`src/hw/rtl/ned_sub_unit.sv`:
```
`timescale 1ns / 1ps

// Shared trial subtractor: compares two operands and gives their difference.
// The divider and the square-root recurrence both step through this unit.
module ned_sub_unit #(
    parameter int W = 23
) (
    input  logic [W-1:0] i_a,
    input  logic [W-1:0] i_b,
    output logic         o_ge,
    output logic [W-1:0] o_diff
);

    logic [W:0] w_sub;

    // The borrow out of the extended subtraction decides a >= b.
    assign w_sub  = {1'b0, i_a} - {1'b0, i_b};
    assign o_ge   = ~w_sub[W];
    assign o_diff = w_sub[W-1:0];

endmodule

```
`config.mk`:
```
export PLATFORM = sky130hd
export DESIGN_NAME = ned_sub_unit
export DESIGN_NICKNAME = d
export VERILOG_FILES = /design/src/hw/rtl/ned_sub_unit.sv
export SDC_FILE = /design/constraint.sdc
export NUM_CORES = 1
export LEC_CHECK = 0
export ABC_AREA = 1
export ABC_CLOCK_PERIOD_IN_PS = 3000
export BUFFER_PORTS_ARGS = -buffer_cell sky130_fd_sc_hd__clkbuf_2
export CELL_PAD_IN_SITES_DETAIL_PLACEMENT = 0
export CELL_PAD_IN_SITES_GLOBAL_PLACEMENT = 1
export CORE_ASPECT_RATIO = 1.5
export CORE_UTILIZATION = 30
export DETAILED_ROUTE_END_ITERATION = 10
export PLACE_DENSITY = 0.89
export SLEW_MARGIN = 20
export SYNTH_ARGS = -nofsm -noshare
export SYNTH_HDL_FRONTEND = slang
export SYNTH_SLANG_ARGS = --single-unit
```
`constraint.sdc`:
```
create_clock -name vclk -period 3
set_input_delay 0.3 -clock vclk [all_inputs]
set_output_delay 0.3 -clock vclk [all_outputs]
set_load 0.005 [all_outputs]
```
# After elaboration in Yosys (flattened, before gate mapping)
# Index checks and enable logic that the tools add are counted.
# totals
ff_bits	0
input_bits	46
word_cells	2
# op_classes
n_addsub	1
bitwise	1
# op_table
cell	count
23-bit by 23-bit subtractor with 24-bit output	1
1-bit NOT	1

# Longest topological paths before layout
# depth
ltp_word	2
depth_mapped	12
mapped_depth_nobuf	12

# Worst setup path after synthesis
# No wires, ideal clock.
# synth_path
path_type	input to output
from	input i_a[0]
to	output o_diff[12]
arrival_time_ns	1.582
t_required_ns	2.700
setup_slack_ns	1.118
stages	11
n_path_buf	0
cell_sequence	inv_1 -> ha_1 -> fa_1 -> inv_1 -> nand3_2 -> nand2_4 -> nand2_2 -> nand2_2 -> nand2_1 -> nand2_1 -> xor2_1
# synth_via
elab_chain_cells	1
# synth_rtl
element	line_no	text
start, declared	8	input logic [W-1:0] i_a,
23-bit by 23-bit subtractor with 24-bit output	17	assign w_sub = {1'b0, i_a} - {1'b0, i_b};
end, declared	11	output logic [W-1:0] o_diff
# Every way passes these cells.

# Final worst setup path
# layout_path
from	input i_a[0]
to	output o_diff[14]
# The elaborated chain is that of the path after synthesis.

==> metrics.txt <==
outcome finished, final reports clean; Final ANT Viol Nets 0; first-pass GRT wire length 8.63 mm; GPL Wtd Cong 0.917; sequential-to-total area share from yosys stat 0%; antenna violations before repair 0; Die Span Y 96.8 µm; slowest stage delay, CP between 0.4 and 0.5 ns; Hold Buf Count CTS 0; Cell variety after synth 20; largest cells by area after synthesis nand2_1 (29%), inv_1 (21%), ha_1 (16%), nand3_1 (6.1%), nor2_1 (4.8%); Setup CP Type primary input to output port; FFs & Latches 0; IO Port Bufs 70; DIE WIDTH approximately 65 µm; initial core utilization 31.0%; post-cts gate resize count 0; hold path cells 4; most frequent cell after synthesis nand2_1; DRT Pass-1 Iters 4; Core ar. 5790 µm²; Mapped Nets around 430; DRT iter0 DRCs 53; fmax 457 MHz; syn avg cell area 4.95 µm²; Final #Nets 505; actual slew at the worst max-slew pin between 0.2 and 0.25 ns; FF+latch area 0 µm²; largest net degree at the start of global routing 7; setup TNS 0 ns; I/O Pins 70; CP max stage cell fa_1; fin crit share 72.9%; top cells by count, synth nand2_1 (140), inv_1 (99), ha_1 (23), nor2_1 (23), nand3_1 (22); post-CTS setup buffer count 0; post-synthesis cell area 1800 µm²; minimum clock period 2.19 ns; Multi-input gate area 1420 µm²; Diodes inserted 0; Crit path required time 2.70 ns; clock buffer count 0; Detailed Place HPWL 4.47 mm; Worst Hold Class primary input to output port; setup violators final 0; Max rail drop VDD 0.0882 mV; Pint 0.179 mW; Buf/Inv on CP 3; design area 2240 µm²; sequential power share 0%; Crit. End Element output port; kind of start point of the critical path primary input; Gate power share between 90% and 100%; Yosys top cell area share 29.3%; Syn. warnings 0; vias in the first global route 2082; clock share of power 0%; crit path cell chain clkbuf_2 > inv_1 > ha_1 > fa_1 > nor2_1 > nand2_1 > nand3_1 > nand3_1 > nand2_1 > nand2_1 > nand2_1 > clkbuf_2; total grt overflow 0; Hold Crit Endpoint o_diff[0]; Crit Path Max Fanout 3; Syn Inst Count ~360; Layout area overhead 24.5%; GRT Total Usage 16.5%; wirelength, routed ~4.9 mm; drt drc 0; die area 6300 µm²; Hold Fails Final Rpt 0; cell family with the largest share of critical-path delay simple AND/OR/NAND/NOR gates; via count 2182; switching part of the total 59.4%; Net Sw Power 0.262 mW; layout cells sized above 1 approximately 22%; Final Core Density 38.6%; Slew headroom 83.9%; area leader, netlist nand2_1; Pleak 1.59 nW; max cap viols 0; Pwr Density approximately 200 nW/µm²; Via density 4.32; Fill cells 694; worst hold start i_b[0]; DR WL/cell 9.73 µm; RSZ-0062 raised after global routing no; Pins Over Slew Limit 0; # rows 34; DP Area approximately 2200 µm²; Worst Path Arrival about 1.9 ns; most used cell, CP nand2_1
tightest hold or removal path, stage by stage:
cell and delay (ns):
clkbuf_2 0.08, ha_1 0.11, inv_1 0.03, clkbuf_2 0.10
per-layer routing:
layer  share of wire [%]  vias to the layer above  global-route usage, %
li1                    -                     1208                      -
met1                  42                      904                   19.7
met2                  52                       60                   30.8
met3                 3.6                       10                  0.354
met4                 2.5                        0                   4.52
met5                   0                        -                      0
per-stage QoR:
stage	power (mW)	setup slack, ns	hold WS, ns	cells
after floorplan	0.286	1.12	0.731	363
after global placement	0.440	0.841	0.910	505
after detailed placement	0.442	0.824	0.920	505
after CTS	0.445	0.820	0.920	505
after global routing	0.503	0.662	0.951	505
final	0.441	0.813	0.919	505
placed cells by master, fill, tap and decap left out:
cell type	count
a21oi_2	2
xnor2_1	1
clkbuf_2	70
a21oi_1	11
and2_2	1
nand2_4	1
nand3_2	4
nand3_1	22
inv_2	1
nor2_1	23
nand2_2	10
nand4_1	4
nor3_1	3
fa_1	1
xor2_1	9
nor2_4	1
ha_1	23
nor2_2	6
inv_1	99
nand3b_4	1
nand2_1	140
worst max path at each step:
stage          slack [ns]    from          to  cells after the start
6_report             0.81  i_a[0]  o_diff[14]                     12
3_3_place_gp         0.84  i_a[0]  o_diff[12]                     13
2_1_floorplan        1.12  i_a[0]  o_diff[12]                     11
3_5_place_dp         0.82  i_a[0]  o_diff[14]                     12
5_1_grt              0.66  i_a[0]  o_diff[14]                     12
4_1_cts              0.82  i_a[0]  o_diff[14]                     12
power groups by stage:
| stage | logic [mW] | registers [mW] | clock network [mW] |
|---|---|---|---|
| 3_3_place_gp | 0.440 | 0 | 0 |
| 6_report | 0.441 | 0 | 0 |
| 3_5_place_dp | 0.442 | 0 | 0 |
| 2_1_floorplan | 0.286 | 0 | 0 |
| 4_1_cts | 0.445 | 0 | 0 |
| 5_1_grt | 0.503 | 0 | 0 |
cells by family after synthesis:
group                      share of synthesized area [%]
and+or+nand+nor                                     53.0
buffers and inverters                               20.9
adders and majority gates                           17.1
xor gates and xnor gates                            4.88
AOI/OAI and AO/OA                                   4.04
cell type report:
cell class	instances	area share, %
repair buffers	70	15.7
inverters	100	16.8
well taps	72	4.03
multi-input cells	263	63.5
Note: power is estimated with default switching activity, not from simulation.
